## src/rtl/xcl_pkg.sv

```systemverilog
// Shared constants, types and helper function for the XOR checksum line receiver.
`timescale 1ns / 1ps

package xcl_pkg;

  localparam int unsigned LINE_LIMIT = 128;
  localparam int unsigned LEN_W      = 8;

  localparam logic [7:0] CH_NUL   = 8'h00;
  localparam logic [7:0] CH_CR    = 8'h0D;
  localparam logic [7:0] CH_LF    = 8'h0A;
  localparam logic [7:0] CH_COLON = 8'h3A;

  localparam logic [LEN_W-1:0] LEN_LIMIT = LEN_W'(LINE_LIMIT);

  typedef enum logic [2:0] {
    FAIL_NONE      = 3'd0,
    FAIL_NO_COLON  = 3'd1,
    FAIL_FIELD_LEN = 3'd2,
    FAIL_NON_HEX   = 3'd3,
    FAIL_MISMATCH  = 3'd4
  } fail_reason_e;

  typedef struct packed {
    logic             frame_valid;
    fail_reason_e     fail_reason;
    logic [LEN_W-1:0] payload_length;
    logic [7:0]       computed_checksum;
    logic [7:0]       received_checksum;
  } verdict_t;

  // Bit 4 set marks a character that is not a hex digit.
  function automatic logic [4:0] hex_value(input logic [7:0] c);
    logic [4:0] v;
    v = 5'h10;
    if (c inside {[8'h30:8'h39]}) begin
      v = {1'b0, 4'(c - 8'h30)};
    end else if (c inside {[8'h41:8'h46]}) begin
      v = {1'b0, 4'(c - 8'h37)};
    end else if (c inside {[8'h61:8'h66]}) begin
      v = {1'b0, 4'(c - 8'h57)};
    end
    return v;
  endfunction

endpackage

```

## src/rtl/xcl_line_tracker.sv

```systemverilog
// Line state registers and the verdict logic for one line.
`timescale 1ns / 1ps

module xcl_line_tracker (
  input  logic              clk_i,
  input  logic              rst_ni,
  input  logic              upd_i,
  input  logic [7:0]        byte_i,
  output xcl_pkg::verdict_t verdict_o
);
  import xcl_pkg::*;

  logic [LEN_W-1:0] line_len_q, line_len_d;
  logic [7:0]       run_xor_q, run_xor_d;
  logic [7:0]       colon_xor_q, colon_xor_d;
  logic             colon_seen_q, colon_seen_d;
  logic [LEN_W-1:0] colon_pos_q, colon_pos_d;
  logic [1:0]       cac_q, cac_d;
  logic [7:0]       dig1_q, dig1_d;
  logic [7:0]       dig2_q, dig2_d;
  logic             zero_seen_q, zero_seen_d;

  logic             is_cr, is_lf;
  logic [4:0]       hi_val, lo_val;
  logic [7:0]       recv;

  assign is_cr = (byte_i == CH_CR);
  assign is_lf = (byte_i == CH_LF);

  always_comb begin
    line_len_d   = line_len_q;
    run_xor_d    = run_xor_q;
    colon_xor_d  = colon_xor_q;
    colon_seen_d = colon_seen_q;
    colon_pos_d  = colon_pos_q;
    cac_d        = cac_q;
    dig1_d       = dig1_q;
    dig2_d       = dig2_q;
    zero_seen_d  = zero_seen_q;
    if (upd_i && !is_cr) begin
      if (is_lf) begin
        // verdict is taken from the current state; the line starts afresh
        line_len_d   = '0;
        run_xor_d    = '0;
        colon_xor_d  = '0;
        colon_seen_d = 1'b0;
        colon_pos_d  = '0;
        cac_d        = '0;
        dig1_d       = '0;
        dig2_d       = '0;
        zero_seen_d  = 1'b0;
      end else if (line_len_q < LEN_LIMIT) begin
        if (!zero_seen_q) begin
          if (byte_i == CH_NUL) begin
            zero_seen_d = 1'b1;
          end else if (byte_i == CH_COLON) begin
            colon_xor_d  = run_xor_q;
            colon_seen_d = 1'b1;
            colon_pos_d  = line_len_q;
            cac_d        = '0;
            dig1_d       = '0;
            dig2_d       = '0;
            run_xor_d    = run_xor_q ^ byte_i;
          end else begin
            run_xor_d = run_xor_q ^ byte_i;
            if (colon_seen_q) begin
              if (cac_q == 2'd0) dig1_d = byte_i;
              if (cac_q == 2'd1) dig2_d = byte_i;
              if (cac_q != 2'd3) cac_d = cac_q + 2'd1;
            end
          end
        end
        line_len_d = line_len_q + LEN_W'(1);
      end
    end
  end

  always_ff @(posedge clk_i or negedge rst_ni) begin
    if (!rst_ni) begin
      line_len_q   <= '0;
      run_xor_q    <= '0;
      colon_xor_q  <= '0;
      colon_seen_q <= 1'b0;
      colon_pos_q  <= '0;
      cac_q        <= '0;
      dig1_q       <= '0;
      dig2_q       <= '0;
      zero_seen_q  <= 1'b0;
    end else begin
      line_len_q   <= line_len_d;
      run_xor_q    <= run_xor_d;
      colon_xor_q  <= colon_xor_d;
      colon_seen_q <= colon_seen_d;
      colon_pos_q  <= colon_pos_d;
      cac_q        <= cac_d;
      dig1_q       <= dig1_d;
      dig2_q       <= dig2_d;
      zero_seen_q  <= zero_seen_d;
    end
  end

  assign hi_val = hex_value(dig1_q);
  assign lo_val = hex_value(dig2_q);
  assign recv   = {hi_val[3:0], lo_val[3:0]};

  always_comb begin
    verdict_o.frame_valid       = 1'b0;
    verdict_o.fail_reason       = FAIL_NO_COLON;
    verdict_o.payload_length    = line_len_q;
    verdict_o.computed_checksum = run_xor_q;
    verdict_o.received_checksum = '0;
    if (colon_seen_q) begin
      verdict_o.payload_length    = colon_pos_q;
      verdict_o.computed_checksum = colon_xor_q;
      if (cac_q != 2'd2) begin
        verdict_o.fail_reason = FAIL_FIELD_LEN;
      end else if (hi_val[4] || lo_val[4]) begin
        verdict_o.fail_reason = FAIL_NON_HEX;
      end else begin
        verdict_o.received_checksum = recv;
        if (recv == colon_xor_q) begin
          verdict_o.fail_reason = FAIL_NONE;
          verdict_o.frame_valid = 1'b1;
        end else begin
          verdict_o.fail_reason = FAIL_MISMATCH;
        end
      end
    end
  end

endmodule

```

## src/rtl/xor_checksum_line_receiver_top.sv

```systemverilog
// Top level of the XOR checksum line receiver: input register, line tracker, result register.
`timescale 1ns / 1ps

// Usage
//   Input channel: one received byte per transfer on rx_byte_i (in_valid_i / in_stall_o).
//   CR is ignored; LF closes the line and gives exactly one result; other bytes
//   build up the line and give no result.
//   Output channel: one verdict per line (out_valid_o / out_stall_i) with
//   frame_valid, fail_reason, payload_length, computed and received checksum.
//   Throughput: one byte per cycle while the input is not stalled, set by the single
//   register-to-register update of the line state.
//   Path: the LF of a line sits in the input register, then the verdict is loaded
//   into the result register, which offers it on the output channel.
//   Stalls: the result register holds a verdict while out_stall_i is high;
//   ordinary bytes keep flowing, and only an LF waiting behind a held verdict
//   stalls the input.
//   Reset (rst_ni low, asynchronous) empties both registers and clears the line
//   state; no result is pending afterwards.
module xor_checksum_line_receiver_top (
  input  logic       clk_i,
  input  logic       rst_ni,
  input  logic       in_valid_i,
  output logic       in_stall_o,
  input  logic [7:0] rx_byte_i,
  output logic       out_valid_o,
  input  logic       out_stall_i,
  output logic       frame_valid_o,
  output logic [2:0] fail_reason_o,
  output logic [7:0] payload_length_o,
  output logic [7:0] computed_checksum_o,
  output logic [7:0] received_checksum_o
);
  import xcl_pkg::*;

  logic       in_vld_q;
  logic [7:0] in_byte_q;
  logic       held_lf;
  logic       advance;
  logic       load_out;
  logic       out_vld_q;
  verdict_t   verdict;
  verdict_t   res_q;

  assign held_lf  = (in_byte_q == CH_LF);
  // the held byte moves on unless it is an LF and the result slot stays busy
  assign advance  = in_vld_q && !(held_lf && out_vld_q && out_stall_i);
  assign load_out = advance && held_lf;
  assign in_stall_o = in_vld_q && !advance;

  always_ff @(posedge clk_i or negedge rst_ni) begin
    if (!rst_ni) begin
      in_vld_q <= 1'b0;
    end else if (!in_stall_o) begin
      in_vld_q <= in_valid_i;
    end
  end

  always_ff @(posedge clk_i) begin
    if (!in_stall_o && in_valid_i) begin
      in_byte_q <= rx_byte_i;
    end
  end

  xcl_line_tracker u_tracker (
    .clk_i     (clk_i),
    .rst_ni    (rst_ni),
    .upd_i     (advance),
    .byte_i    (in_byte_q),
    .verdict_o (verdict)
  );

  always_ff @(posedge clk_i or negedge rst_ni) begin
    if (!rst_ni) begin
      out_vld_q <= 1'b0;
    end else if (load_out) begin
      out_vld_q <= 1'b1;
    end else if (!out_stall_i) begin
      out_vld_q <= 1'b0;
    end
  end

  always_ff @(posedge clk_i) begin
    if (load_out) begin
      res_q <= verdict;
    end
  end

  assign out_valid_o         = out_vld_q;
  assign frame_valid_o       = res_q.frame_valid;
  assign fail_reason_o       = res_q.fail_reason;
  assign payload_length_o    = res_q.payload_length;
  assign computed_checksum_o = res_q.computed_checksum;
  assign received_checksum_o = res_q.received_checksum;

endmodule
```

## config.mk

```make
export PLATFORM = sky130hd
export DESIGN_NAME = xor_checksum_line_receiver_top
export DESIGN_NICKNAME = d
export VERILOG_FILES = /design/src/rtl/xcl_pkg.sv /design/src/rtl/xcl_line_tracker.sv /design/src/rtl/xor_checksum_line_receiver_top.sv
export SDC_FILE = /design/constraint.sdc
export NUM_CORES = 1
export LEC_CHECK = 0
export ABC_AREA = 1
export BUFFER_PORTS_ARGS = -buffer_cell sky130_fd_sc_hd__buf_4
export CAP_MARGIN = 30
export CORE_ASPECT_RATIO = 1.25
export CORE_UTILIZATION = 54
export DETAILED_ROUTE_END_ITERATION = 8
export PLACE_DENSITY = 0.76
export SLEW_MARGIN = 20
export SYNTH_ARGS = -nofsm -noshare
export SYNTH_HDL_FRONTEND = slang
export SYNTH_SLANG_ARGS = --single-unit
```

## constraint.sdc

```tcl
create_clock -name clk_i -period 2.1 [get_ports clk_i]
set_input_delay 0.42 -clock clk_i [delete_from_list [all_inputs] [get_ports clk_i]]
set_output_delay 0.42 -clock clk_i [all_outputs]
set_load 0.1 [all_outputs]
```

# [Word-level counts from Yosys, hierarchy flattened]
# Cells that the tools add are included.
[totals] out_inout_bits=30 mem_bits_rw=0 wordCells=145 mem_count=0 ff_bits=90 latch_bits=0 rom_bits=0 in_bits=12
[op_classes] eq_ne=10 n_shift=0 addsub=8 n_div=0 magnitude_cmp=13 n_mul=0 reduce_logical=33 n_mux=61 n_bitwise=2
[ops] op="two-way mux 8 bit" n=32
[ops] op=">= comparator 8 x 7 -> 1 bit, second input constant" n=4
[ops] op="less-or-equal comparator 8 x 7 -> 1 bit, second input constant" n=4
[ops] op="two-way mux 5 bit" n=6
[ops] op="two-way mux 24 bit" n=1
[ops] op="two-way mux 2 bit" n=9
[ops] op="AND reduction 6 bit" n=3
[ops] op="== test 8 x 4 -> 1 bit, second input constant" n=2
[ops] op=">= comparator 8 x 6 -> 1 bit, second input constant" n=2
[ops] op="less-or-equal comparator 8 x 6 -> 1 bit, second input constant" n=2
[ops] op="subtractor 4 x 3 -> 4 bit, second input constant" n=4
[ops] op="logical AND 1 bit" n=13
[ops] op="two-way mux 1 bit" n=12
[ops] op="nonzero test 3 bit" n=4
[ops] op="adder 8 x 1 -> 8 bit, second input constant" n=1
[ops] op="== test 8 x 6 -> 1 bit, second input constant" n=1
[ops] op="== test 8 bit" n=1
[ops] op="logical NOT 8 bit" n=1
[ops] op="< comparator 8 bit, second input constant" n=1
[ops] op="!= test 2 bit, second input constant" n=4
[ops] op="subtractor 4 x 1 -> 4 bit, second input constant" n=2
[ops] op="bitwise XOR 8 bit" n=1
[ops] op="AND reduction 5 bit" n=1
[ops] op="logical NOT 1 bit" n=4
[ops] op="other kinds (11)" n=12

# [Depth between registers and ports, before layout]
# Gate-level depths: netlist of the first run.
[depth] depth_word=9 depth_mapped=14 mapped_depth_nobuf=14

# [Hierarchy]
# A second synthesis of the first run with hierarchy kept.
[hier_totals] cells_unflattened=480 hier_area_um2=4361.7
[modules_own_cells] mod="xcl_line_tracker" cells_per_inst=422 area_per_inst_um2=3139.3 n_inst=1 seq_area_each_um2=1301.2
[modules_own_cells] mod="xor_checksum_line_receiver_top" cells_per_inst=58 area_per_inst_um2=1222.4 n_inst=1 seq_area_each_um2=1131.1

# [Least setup slack after synthesis of the first run]
# Ideal clock, no wire load.
[synth_timing] path_kind="reg2out" start="reg out_vld_q (netlist: out_valid_o)" end="out in_stall_o" t_required_ps=1680 stages_incl_launch_ff=3 n_path_buf=0 t_arrival_ps=2503 setup_slack_ps=-823 cell_sequence="dfrtp_1 nand3_1 nor2_1"
[synth_between] elab_chain_cells=6
[synth_lines] item="from (decl)" line_no="xor_checksum_line_receiver_top.sv:40" text="logic out_vld_q;"
[synth_lines] item="from (signal assigned)" line_no="xor_checksum_line_receiver_top.sv:74" text="out_vld_q <= 1'b0;"
[synth_lines] item="from (signal assigned)" line_no="xor_checksum_line_receiver_top.sv:76" text="out_vld_q <= 1'b1;"
[synth_lines] item="from (signal assigned)" line_no="xor_checksum_line_receiver_top.sv:78" text="out_vld_q <= 1'b0;"
[synth_lines] item="logical AND 1 bit (2 in series)" line_no="xor_checksum_line_receiver_top.sv:46" text="assign advance = in_vld_q && !(held_lf && out_vld_q && out_stall_i);"
[synth_lines] item="logical NOT 1 bit" line_no="xor_checksum_line_receiver_top.sv:46"
[synth_lines] item="logical AND 1 bit" line_no="xor_checksum_line_receiver_top.sv:46"
[synth_lines] item="logical NOT 1 bit" line_no="xor_checksum_line_receiver_top.sv:48" text="assign in_stall_o = in_vld_q && !advance;"
[synth_lines] item="logical AND 1 bit" line_no="xor_checksum_line_receiver_top.sv:48"
[synth_lines] item="to (decl)" line_no="xor_checksum_line_receiver_top.sv:23" text="output logic in_stall_o,"
# No other way between the ends.

# [Worst setup path in the final report of the first run]
[layout_timing] start="reg in_byte_q[0]" end="out in_stall_o"
[layout_between] elab_chain_cells=7
[layout_lines] item="from (decl)" line_no="xor_checksum_line_receiver_top.sv:36" text="logic [7:0] in_byte_q;"
[layout_lines] item="from (signal assigned)" line_no="xor_checksum_line_receiver_top.sv:60" text="in_byte_q <= rx_byte_i;"
[layout_lines] item="== test 8 x 4 -> 1 bit" line_no="xor_checksum_line_receiver_top.sv:44" text="assign held_lf = (in_byte_q == CH_LF);"
[layout_lines] item="logical AND 1 bit (2 in series)" line_no="xor_checksum_line_receiver_top.sv:46"
[layout_lines] item="logical NOT 1 bit" line_no="xor_checksum_line_receiver_top.sv:46"
[layout_lines] item="logical AND 1 bit" line_no="xor_checksum_line_receiver_top.sv:46"
[layout_lines] item="logical NOT 1 bit" line_no="xor_checksum_line_receiver_top.sv:48"
[layout_lines] item="logical AND 1 bit" line_no="xor_checksum_line_receiver_top.sv:48"
# No other way between the ends.

==> PnR_summary.wiki, run 1 <==
{| class="wikitable"
! Metric !! Value
|-
| CTS buffer count || 9
|-
| Largest driver fanout on the critical path || 3
|-
| Multiplexer share of the synthesized area || 0%
|-
| Largest voltage drop on the vdd net || 0.4635 mV
|-
| Max-Slew Margin vs Limit || 55.48%
|-
| Post-detailed-route via-to-cell ratio || 5.416
|-
| Layer with the highest usage || met2
|-
| Synthesized net count || 539
|-
| Num ports || 42
|-
| Combinational family with the most area after synthesis || simple AND/OR/NAND/NOR gates
|-
| Worst Max-Slew Pin Slew || 667.7 ps
|-
| Post-Synth Adder-Cell Area || 3.568%
|-
| Count of buffers inserted at the top-level ports || 41
|-
| Slew Viols, Final || 0
|-
| Cells after Synth || 514
|-
| Register area share after synthesis || 53.35%
|-
| Reg2Reg Launch Point || in_byte_q[0]
|-
| Antenna violations before repair || 0
|-
| N_diodes || 0
|-
| Setup TNS after final layout || -14.31 ps
|-
| Met2 routing resource usage after global routing || 40.16%
|-
| Worst clock skew || 13.47 ps
|-
| Sum of buffers and inverters on the critical path || 1
|-
| Most repeated library cell on the critical path || sky130_fd_sc_hd__nor2_4
|-
| Overall die area || 8817 sq um
|-
| Count of cells along the worst register-to-register path || 10
|-
| Type of element launching the critical path || flop
|-
| Reg-to-reg setup timing slack || 20 ps
|-
| Met3 Track Usage GR || 4.976%
|-
| CP required || 1680 ps
|-
| Rows || 37
|-
| Nets || 608
|-
| Stage delay of the slowest cell on the critical path || 430 ps
|-
| Power density cells || 750.2 nW/um^2
|-
| Share of cells above drive strength 1 || 22.11%
|-
| Number of inserted filler cells in the final layout || 665
|-
| Cell variety after synth || 32
|-
| Endpoint class of the critical path || output pin
|-
| GR Util All Layers || 23.76%
|-
| Setup violations, final || 1
|-
| Post-synthesis share of cell area spent on and, or, nand and nor gates || 24.37%
|-
| Average size of a mapped cell || 8.870 sq um
|-
| Cell-by-cell listing of the critical path || nor2_4, nand3_2, nor2_4, nand3_4, nor2_4, buf_12
|-
| Final worst-path setup slack || -14.31 ps
|-
| Violation count after the first detailed-route iteration || 250
|-
| Sum of routed wire length over all layers || 9927 um
|-
| FMAX || 0.4730 GHz
|-
| Non-filler cells in the finished layout || 685
|-
| Placed instance area || 5056 sq um
|-
| Area fraction in compound gates after synthesis || 9.907%
|-
| Arrival time at the worst endpoint || 1690 ps
|-
| Classification of the worst-slack hold path || in2async
|-
| Area of the mapped netlist || 4559 sq um
|-
| Clock insertion delay at the later pin of the skew report || 370 ps
|-
| Routed via count || 3710
|-
| Initial standard-cell utilization of the core || 55.64%
|-
| Max Buffers Root-to-Sink || 2
|-
| CTS tree || done
|-
| Capturing point of the worst reg2reg path || u_tracker.dig1_q[3]
|-
| Highest-count cells in the layout ignoring fill and taps || sky130_fd_sc_hd__nand2_1, sky130_fd_sc_hd__buf_4, sky130_fd_sc_hd__dfrtp_1
|-
| Total power of the final layout || 4.077 mW
|-
| Crit share post-route || 100.7%
|-
| Placeable core area || 8194 sq um
|-
| Final Hold Slack || 77.70 ps
|-
| Classification of the worst setup path || reg2out
|-
| Maximum capacitance violations || 0
|-
| Routability congestion estimate || 0.8982
|-
| Pin count of the biggest net entering global routing || 55
|-
| Cell area after layout || 5435 sq um
|-
| Met1 usage || 26.98%
|-
| DRT Pass-1 Iters || 6
|-
| Post-route minimum period || 2114 ps
|-
| Antenna-violating nets left || 0
|-
| Warnings from Yosys || 0
|-
| Count of state elements after synthesis || 90
|-
| Setup Slack @ Placement || 39.48 ps
|-
| Die Height || 104.7 um
|-
| Violations in the final reports || design-rule violations, negative setup slack
|-
| Final hold violation count || 0
|-
| DRC Markers || 13
|-
| H-tree depth || 3
|-
| Die Width || 84.19 um
|-
| Final cell utilization of the core || 66.33%
|-
| Clock-pin transition on the worst setup and hold timing paths || 90 ps
|-
| Vias in the first global route || 3528
|-
| Root Driver || sky130_fd_sc_hd__clkbuf_8
|-
| Dpl hpwl || 6889 um
|-
| Area overhead of the layout relative to synthesis || 19.21%
|-
| Xor/xnor cell area share of the yosys netlist || 2.305%
|-
| Remaining global-route overflow || 0
|-
| First-pass GRT wire length || 16080 um
|-
| Leakage || 2.505 nW
|-
| Status || complete, but fails checks
|-
| Clock Sink Count || 90
|-
| Most common library cell in the layout ignoring fill and taps || sky130_fd_sc_hd__nand2_1
|-
| Crit path max-delay family || simple AND/OR/NAND/NOR gates
|-
| Master of the slowest instance on the critical path || sky130_fd_sc_hd__edfxtp_1
|-
| Inst Count DP || 656
|-
| Routed wire per std cell || 14.49 um
|-
| Unrepaired setup endpoints after global routing || yes
|}
## worst register-to-register path: stages (launching register included)
cell and delay (ps):
sky130_fd_sc_hd__edfxtp_1 430, sky130_fd_sc_hd__nor2_4 140, sky130_fd_sc_hd__nand3_2 100, sky130_fd_sc_hd__nor2_4 210, sky130_fd_sc_hd__inv_2 160, sky130_fd_sc_hd__nand2_4 160, sky130_fd_sc_hd__o21ai_0 150, sky130_fd_sc_hd__nor3_2 230
sky130_fd_sc_hd__nand2_1 210, sky130_fd_sc_hd__nand2_1 90, sky130_fd_sc_hd__o21ai_0 80
## what timing repair did
item / CTS / global route
hold buffers: 0 / 0
pin swaps: 2 / 7
buffers inserted: 5 / 6
resized for setup: 8 / 18
setup endpoints to repair: 5 / 35
cloned: 0 / 2
## layer usage
metal / part of all wire [%] / vias to the layer above
li1: - / 1816
met1: 41 / 1727
met2: 49 / 124
met3: 4.7 / 43
met4: 5.4 / 0
met5: 0 / -
## area by class of cell
type / instances / area, sq um / share of cell area [%]
multi-input cells: 360 / 1939 / 35.68
flip-flops and latches: 90 / 2435 / 44.80
well taps: 97 / 121.4 / 2.233
clock buffers: 12 / 155.1 / 2.855
clock inverters: 4 / 26.28 / 0.4834
repair buffers: 70 / 563.0 / 10.36
inverters: 52 / 195.2 / 3.591
## flip-flops by register name, indices dropped and copies added (netlist names)
signal	cells
computed_checksum_o	8
fail_reason_o	3
frame_valid_o	1
in_byte_q	8
in_vld_q	1
out_valid_o	1
payload_length_o	8
received_checksum_o	8
u_tracker.cac_q	2
u_tracker.colon_pos_q	8
u_tracker.colon_seen_q	1
u_tracker.colon_xor_q	8
u_tracker.dig1_q	8
u_tracker.dig2_q	8
u_tracker.line_len_q	8
u_tracker.run_xor_q	8
u_tracker.zero_seen_q	1
## report_power, final
group          leakage (nW)  internal [mW]  switching (mW)
clock                0.0940          0.493           0.597
combinational          1.35          0.288           0.474
sequential             1.06           2.02           0.203
## synthesized netlist by cell type
master / instances / area [sq um]
sky130_fd_sc_hd__nand2_1: 166 / 623.1
sky130_fd_sc_hd__a21oi_1: 7 / 35.03
sky130_fd_sc_hd__nand3_1: 39 / 195.2
sky130_fd_sc_hd__o21ai_0: 37 / 185.2
sky130_fd_sc_hd__buf_2: 3 / 15.01
sky130_fd_sc_hd__ha_1: 13 / 162.7
sky130_fd_sc_hd__edfxtp_1: 36 / 1081
sky130_fd_sc_hd__nand2_2: 1 / 6.260
sky130_fd_sc_hd__clkbuf_1: 5 / 18.77
sky130_fd_sc_hd__xor2_1: 12 / 105.1
sky130_fd_sc_hd__inv_2: 1 / 3.750
sky130_fd_sc_hd__o21a_1: 1 / 7.510
sky130_fd_sc_hd__o21ai_2: 16 / 140.1
sky130_fd_sc_hd__nand4_1: 7 / 43.79
sky130_fd_sc_hd__a31oi_2: 1 / 12.51
sky130_fd_sc_hd__or2_2: 1 / 6.260
sky130_fd_sc_hd__buf_6: 6 / 67.56
sky130_fd_sc_hd__nor2_2: 1 / 6.260
sky130_fd_sc_hd__nor3_1: 4 / 20.02
sky130_fd_sc_hd__nand3_4: 1 / 17.52
sky130_fd_sc_hd__nor3b_1: 1 / 7.510
sky130_fd_sc_hd__nor2_1: 29 / 108.9
sky130_fd_sc_hd__nand2_4: 1 / 11.26
sky130_fd_sc_hd__nand3_2: 2 / 20.02
sky130_fd_sc_hd__and2_1: 2 / 12.51
sky130_fd_sc_hd__o21ai_1: 11 / 55.05
sky130_fd_sc_hd__inv_1: 51 / 191.4
sky130_fd_sc_hd__nand3b_1: 2 / 15.01
sky130_fd_sc_hd__dfrtp_1: 54 / 1351
sky130_fd_sc_hd__nor2_4: 1 / 11.26
sky130_fd_sc_hd__a21oi_4: 1 / 16.27
sky130_fd_sc_hd__nor4_1: 1 / 6.260
## worst max path at each step
stage | startpoint | slack (ps) | end | depth (start not counted)
6_report | in_byte_q[0] | -10 | in_stall_o | 6
3_5_place_dp | in_byte_q[7] | 40 | u_tracker.dig1_q[2] | 10
2_1_floorplan | in_byte_q[0] | 70 | in_stall_o | 5
3_3_place_gp | in_byte_q[7] | 100 | u_tracker.dig1_q[5] | 10
5_1_grt | in_byte_q[0] | -120 | in_stall_o | 6
4_1_cts | in_byte_q[2] | 5 | in_stall_o | 6
## kinds of logic after synthesis
| group | Yosys count |
|---|---|
| compound gates | 74 |
| xor+xnor | 12 |
| fa+ha+maj | 13 |
| buf+inv | 66 |
| flops | 90 |
| simple gates | 259 |
Power figures use the tool's default switching activity.
==> inputs of run 2 (changes only) <==
--- a/config.mk
+++ b/config.mk
@@ -12,6 +12,7 @@
 export CORE_UTILIZATION = 54
 export DETAILED_ROUTE_END_ITERATION = 8
 export PLACE_DENSITY = 0.76
+export SKIP_CTS_REPAIR_TIMING = 1
 export SLEW_MARGIN = 20
 export SYNTH_ARGS = -nofsm -noshare
 export SYNTH_HDL_FRONTEND = slang
==> run 2 against run 1 <==
The run still ends with design-rule violations, negative setup slack left. Clock-buffer cell count unchanged. Clock skew up 3.3 ps. Via count down 2.8%. First-iteration DRC count down 8.4%. Sequential power about the same. Critical path depth unchanged. Global-route usage down 0.41 points. Die area unchanged. Register-to-register slack about the same. Final area down 0.14%. Critical path type unchanged.
==> PnR_summary.wiki, run 2 (same netlist as run 1, synthesis figures left out) <==
{| class="wikitable"
! Metric !! Value
|-
| Sum of routed wire length over all layers || 9642 um (-2.9%)
|-
| Most common library cell in the layout ignoring fill and taps || sky130_fd_sc_hd__nand2_1
|-
| Maximum capacitance violations || 0 (unchanged)
|-
| Arrival time at the worst endpoint || 1750 ps (+60 ps)
|-
| Type of element launching the critical path || flop
|-
| Count of buffers inserted at the top-level ports || 41 (unchanged)
|-
| Largest driver fanout on the critical path || 5 (+2)
|-
| Antenna violations before repair || 0 (unchanged)
|-
| Rows || 37 (unchanged)
|-
| CTS tree || done
|-
| Sum of buffers and inverters on the critical path || 1 (unchanged)
|-
| Area overhead of the layout relative to synthesis || 19.05%
|-
| Placeable core area || 8194 sq um (unchanged)
|-
| Classification of the worst setup path || reg2out
|-
| CTS buffer count || 9 (unchanged)
|-
| Violation count after the first detailed-route iteration || 229 (-8.4%)
|-
| Leakage || 2.493 nW (-0.45%)
|-
| Antenna-violating nets left || 0 (unchanged)
|-
| Clock-pin transition on the worst setup and hold timing paths || 90 ps (about the same)
|-
| Die Width || 84.19 um (unchanged)
|-
| DRT Pass-1 Iters || 6 (unchanged)
|-
| Inst Count DP || 656 (unchanged)
|-
| Routed wire per std cell || 14.18 um (-2.2%)
|-
| CP required || 1680 ps (about the same)
|-
| Crit path max-delay family || simple AND/OR/NAND/NOR gates
|-
| Dpl hpwl || 6889 um (unchanged)
|-
| Final worst-path setup slack || -67.00 ps (-52.69 ps)
|-
| Classification of the worst-slack hold path || in2async
|-
| Area of the multi-input gates || 1939 sq um (unchanged)
|-
| Worst clock skew || 16.75 ps (+3.277 ps)
|-
| Worst Max-Slew Pin Slew || 671.9 ps (+4.158 ps)
|-
| Final Hold Slack || 76.05 ps (-1.641 ps)
|-
| GR Util All Layers || 23.35% (-0.41 points)
|-
| Setup TNS after final layout || -67.00 ps (-52.69 ps)
|-
| Clock Sink Count || 90 (unchanged)
|-
| Master of the slowest instance on the critical path || sky130_fd_sc_hd__edfxtp_1
|-
| Share of cells above drive strength 1 || 21.78% (-0.32 points)
|-
| N_diodes || 0 (unchanged)
|-
| Crit share post-route || 103.2% (+2.5 points)
|-
| Overall die area || 8817 sq um (unchanged)
|-
| Capturing point of the worst reg2reg path || u_tracker.colon_xor_q[7]
|-
| First-pass GRT wire length || 15770 um (-2.0%)
|-
| Max-Slew Margin vs Limit || 55.21% (-0.28 points)
|-
| Post-detailed-route via-to-cell ratio || 5.304 (-2.1%)
|-
| Routability congestion estimate || 0.8982 (unchanged)
|-
| Clock insertion delay at the later pin of the skew report || 370 ps (about the same)
|-
| Pin count of the biggest net entering global routing || 55 (unchanged)
|-
| Non-filler cells in the finished layout || 680 (-0.73%)
|-
| Reg2Reg Launch Point || in_byte_q[7]
|-
| Num ports || 42 (unchanged)
|-
| Most repeated library cell on the critical path || sky130_fd_sc_hd__nor2_4
|-
| Slew Viols, Final || 0 (unchanged)
|-
| Die Height || 104.7 um (unchanged)
|-
| Max Buffers Root-to-Sink || 2 (unchanged)
|-
| Reg-to-reg setup timing slack || 20 ps (about the same)
|-
| H-tree depth || 3 (unchanged)
|-
| Vias in the first global route || 3477 (-1.4%)
|-
| Stage delay of the slowest cell on the critical path || 430 ps (about the same)
|-
| Highest-count cells in the layout ignoring fill and taps || sky130_fd_sc_hd__nand2_1, sky130_fd_sc_hd__buf_4, sky130_fd_sc_hd__dfrtp_1
|-
| Final hold violation count || 0 (unchanged)
|-
| Number of inserted filler cells in the final layout || 658 (-1.1%)
|-
| Setup Slack @ Placement || 39.48 ps (unchanged)
|-
| Count of cells along the worst register-to-register path || 9 (-1)
|-
| Root Driver || sky130_fd_sc_hd__clkbuf_8
|-
| Sequential cell area || 2435 sq um (unchanged)
|-
| Remaining global-route overflow || 0 (unchanged)
|-
| FMAX || 0.4615 GHz (-2.4%)
|-
| Violations in the final reports || design-rule violations, negative setup slack
|-
| DRC Markers || 13 (unchanged)
|-
| Unrepaired setup endpoints after global routing || yes
|-
| Largest voltage drop on the vdd net || 0.4615 mV (-0.43%)
|-
| Cell-by-cell listing of the critical path || nor2_2, nand3_2, nor2_4, nand3_4, nor2_4, buf_12
|-
| Status || complete, but fails checks
|-
| Power density cells || 745.3 nW/um^2 (-0.65%)
|-
| Post-route minimum period || 2167 ps (+52.69 ps)
|-
| Routed via count || 3607 (-2.8%)
|-
| Initial standard-cell utilization of the core || 55.64% (unchanged)
|-
| Endpoint class of the critical path || output pin
|-
| Crit. Startpoint || in_byte_q[7]
|-
| Nets || 603 (-0.82%)
|-
| Setup violations, final || 1 (unchanged)
|}
## run 2: metal layers
metal	wire length (um)	up-vias	global-route usage [%]	share of wire, %
li1	-	1808	-	-
met1	3997	1680	26.61	41
met2	4844	86	39.34	50
met3	341	33	4.897	3.5
met4	458	0	15.64	4.8
met5	0	-	0	0
## run 2: cell type report
class	count	area share (%)
timing repair buffer	66	10.19
inverter	52	3.642
sequential	90	44.86
tap	97	2.236
clock buffer	12	2.858
clock inverter	4	0.4841
multi-input combinational	359	35.73
## run 2: how the worst max path moves through the flow
stage / endpoint / slack [ps] / cells after the start
after floorplan: in_stall_o / 70 / 5
after global placement: u_tracker.dig1_q[5] / 100 / 10
after detailed placement: u_tracker.dig1_q[2] / 40 / 10
after CTS: in_stall_o / -290 / 6
after global routing: in_stall_o / -200 / 6
final: in_stall_o / -70 / 6
## run 2: worst reg2reg max path, delay by kind of cell (launching register included)
kind	cells	cell delay [ps]
and+or+nand+nor	6	920
AOI/OAI and AO/OA	2	440
DFF	1	430
buffers and inverters	1	190
## run 2: through the flow
stage               area [sq um]  util [%]  power, mW
floorplan                   4568         -      2.720
global placement            5056     61.70      2.919
detailed placement          5056     61.70      2.944
CTS                         5238     63.92      4.034
global route                5428     66.24      4.275
finish                      5428     66.24      4.045
## run 2: where the power goes
part / switching [mW] / internal (mW)
clock: 0.603 / 0.494
sequential: 0.199 / 2.02
combinational: 0.457 / 0.271
==> inputs of run 3 (changes only) <==
--- a/config.mk
+++ b/config.mk
@@ -9,9 +9,9 @@
 export BUFFER_PORTS_ARGS = -buffer_cell sky130_fd_sc_hd__buf_4
 export CAP_MARGIN = 30
 export CORE_ASPECT_RATIO = 1.25
-export CORE_UTILIZATION = 54
+export CORE_UTILIZATION = 59
 export DETAILED_ROUTE_END_ITERATION = 8
-export PLACE_DENSITY = 0.76
+export PLACE_DENSITY = 0.79
 export SKIP_CTS_REPAIR_TIMING = 1
 export SLEW_MARGIN = 20
 export SYNTH_ARGS = -nofsm -noshare
==> constraint.sdc (replaced) <==
create_clock -name clk_i -period 2.4 [get_ports clk_i]
set_input_delay 0.48 -clock clk_i [delete_from_list [all_inputs] [get_ports clk_i]]
set_output_delay 0.48 -clock clk_i [all_outputs]
set_load 0.1 [all_outputs]
==> run 3 against run 2 <==
The run now ends clean. Worst hold slack improved by 53 ps. Clock-buffer cell count unchanged. Die area decreased by 8.3%. Total power decreased by 13%. Clock skew decreased by 6.1 ps. Non-clock buffer count decreased by 18. Global-route usage increased by 2.2 points. Critical endpoint unchanged.
==> PnR_summary.wiki, run 3 (same netlist as run 1, synthesis figures left out) <==
{| class="wikitable"
! Metric !! Value
|-
| Vias in the first global route || 3318 (-4.6%)
|-
| Pin count of the biggest net entering global routing || 55 (unchanged)
|-
| H-tree depth || 3 (unchanged)
|-
| Count of buffers inserted at the top-level ports || 41 (unchanged)
|-
| First-pass GRT wire length || 15450 um (-2.0%)
|-
| Routed via count || 3536 (-2.0%)
|-
| CTS tree || done
|-
| Area overhead of the layout relative to synthesis || 14.19%
|-
| Worst Max-Slew Pin Slew || 678.2 ps (+6.337 ps)
|-
| Leakage || 2.395 nW (-3.9%)
|-
| Classification of the worst-slack hold path || in2async
|-
| Cell-by-cell listing of the critical path || nor2_4, nand3_2, nor2_4, nand3_4, nor2_4, buf_12
|-
| Sum of routed wire length over all layers || 9359 um (-2.9%)
|-
| Placeable core area || 7445 sq um (-9.1%)
|-
| Nets || 584 (-3.2%)
|-
| CTS buffer count || 9 (unchanged)
|-
| Highest-count cells in the layout ignoring fill and taps || sky130_fd_sc_hd__nand2_1, sky130_fd_sc_hd__dfrtp_1, sky130_fd_sc_hd__inv_1
|-
| Crit share post-route || 95.28%
|-
| Clock-pin transition on the worst setup and hold timing paths || 90 ps (about the same)
|-
| Stage delay of the slowest cell on the critical path || 480 ps (+50 ps)
|-
| Num ports || 42 (unchanged)
|-
| Final hold violation count || 0 (unchanged)
|-
| GR Util All Layers || 25.55% (+2.2 points)
|-
| Die Height || 100.3 um (-4.2%)
|-
| Crit path max-delay family || simple AND/OR/NAND/NOR gates
|-
| Share of cells above drive strength 1 || 17.02% (-4.8 points)
|-
| Sum of buffers and inverters on the critical path || 1 (unchanged)
|-
| Dpl hpwl || 6787 um (-1.5%)
|-
| Antenna-violating nets left || 0 (unchanged)
|-
| Most repeated library cell on the critical path || sky130_fd_sc_hd__nor2_4
|-
| Classification of the worst setup path || reg2out
|-
| Largest driver fanout on the critical path || 7 (+2)
|-
| Antenna violations before repair || 0 (unchanged)
|-
| Most common library cell in the layout ignoring fill and taps || sky130_fd_sc_hd__nand2_1
|-
| Master of the slowest instance on the critical path || sky130_fd_sc_hd__edfxtp_1
|-
| Unrepaired setup endpoints after global routing || no
|-
| Largest voltage drop on the vdd net || 0.5085 mV (+10%)
|-
| Status || finished, final reports clean
|-
| Max Buffers Root-to-Sink || 2 (unchanged)
|-
| Type of element launching the critical path || flop
|-
| Die Width || 80.63 um (-4.2%)
|-
| Worst clock skew || 10.65 ps (-6.103 ps)
|-
| CP required || 1920 ps (+240 ps)
|-
| Setup violations, final || 0 (-1)
|-
| N_diodes || 0 (unchanged)
|-
| Routability congestion estimate || 0.9108 (+1.4%)
|-
| Power density cells || 676.6 nW/um^2 (-9.2%)
|-
| Post-route minimum period || 2287 ps
|-
| Maximum capacitance violations || 0 (unchanged)
|-
| Post-detailed-route via-to-cell ratio || 5.390 (+1.6%)
|-
| Remaining global-route overflow || 0 (unchanged)
|-
| Overall die area || 8085 sq um (-8.3%)
|-
| Final cell utilization of the core || 69.93% (+3.7 points)
|-
| Endpoint class of the critical path || output pin
|-
| Routed wire per std cell || 14.27 um (+0.62%)
|-
| Slew Viols, Final || 0 (unchanged)
|-
| Max-Slew Margin vs Limit || 54.78% (-0.42 points)
|-
| Rows || 35 (-5.4%)
|-
| DRC Markers || 0 (-13)
|-
| Initial standard-cell utilization of the core || 61.24% (+5.6 points)
|-
| Clock insertion delay at the later pin of the skew report || 380 ps (about the same)
|-
| Root Driver || sky130_fd_sc_hd__clkbuf_8
|-
| Clock Sink Count || 90 (unchanged)
|-
| Violation count after the first detailed-route iteration || 275 (+20%)
|-
| DRT Pass-1 Iters || 5 (-1)
|-
| FMAX || 0.4373 GHz
|-
| Reg-to-reg setup timing slack || 180 ps (+160 ps)
|-
| Total power of the final layout || 3.523 mW (-13%)
|-
| Arrival time at the worst endpoint || 1810 ps (+60 ps)
|}
run 3: cell count changes in the layout (fill, tap and decap cells not counted), sizes merged:
| cell | delta |
|---|---|
| clkinv | -1 |
| nand2 | -1 |
| buf | -18 |
| inv | +1 |
run 3: layout make-up:
class	count	area, sq um
Tap cell	92	115.1
Fill cell	558	2238
Timing Repair Buffer	48	410.4
Clock buffer	12	156.4
Inverter	52	195.2
Multi-Input combinational cell	358	1871
Clock inverter	4	25.02
Sequential cell	90	2434
run 3: routing by layer:
| layer | part of all wire [%] | GRT usage [%] | vias up |
|---|---|---|---|
| li1 | - | - | 1773 |
| met1 | 42 | 31.30 | 1641 |
| met2 | 51 | 42.50 | 93 |
| met3 | 3.7 | 5.273 | 29 |
| met4 | 3.9 | 12.77 | 0 |
| met5 | 0 | 0 | - |
run 3: final timing paths:
path / cells past startpoint / endpoint / start
worst min register to register: 2 / u_tracker.colon_pos_q[4] / u_tracker.colon_pos_q[4]
max in group asynchronous: 1 / u_tracker.dig2_q[0] / rst_ni
worst max register to register: 9 / u_tracker.colon_xor_q[5] / in_byte_q[0]
min in group clk_i: 1 / in_byte_q[0] / rx_byte_i[0]
worst max-delay path: 6 / in_stall_o / in_byte_q[0]
worst min-delay path: 1 / u_tracker.colon_pos_q[4] / rst_ni
run 3: report_power, final:
group,switching [mW],internal [mW]
Clock,0.532,0.439
Combinational,0.371,0.227
Sequential,0.184,1.77
Total,1.09,2.44
run 3: metrics by stage:
step | hold slack (ps) | setup TNS [ps] | instances | worst slack [ps] | instance area, sq um
after floorplan | 184.4 | 0 | 514 | 130.2 | 4567
after detailed placement | 466.9 | 0 | 639 | 5.088 | 4959
final | 129.5 | 0 | 656 | 113.4 | 5206
after CTS | 157.3 | -137.1 | 655 | -117.6 | 5140
after global routing | 201.0 | 0 | 656 | 16.95 | 5206
after global placement | 464.1 | 0 | 639 | 162.6 | 4959
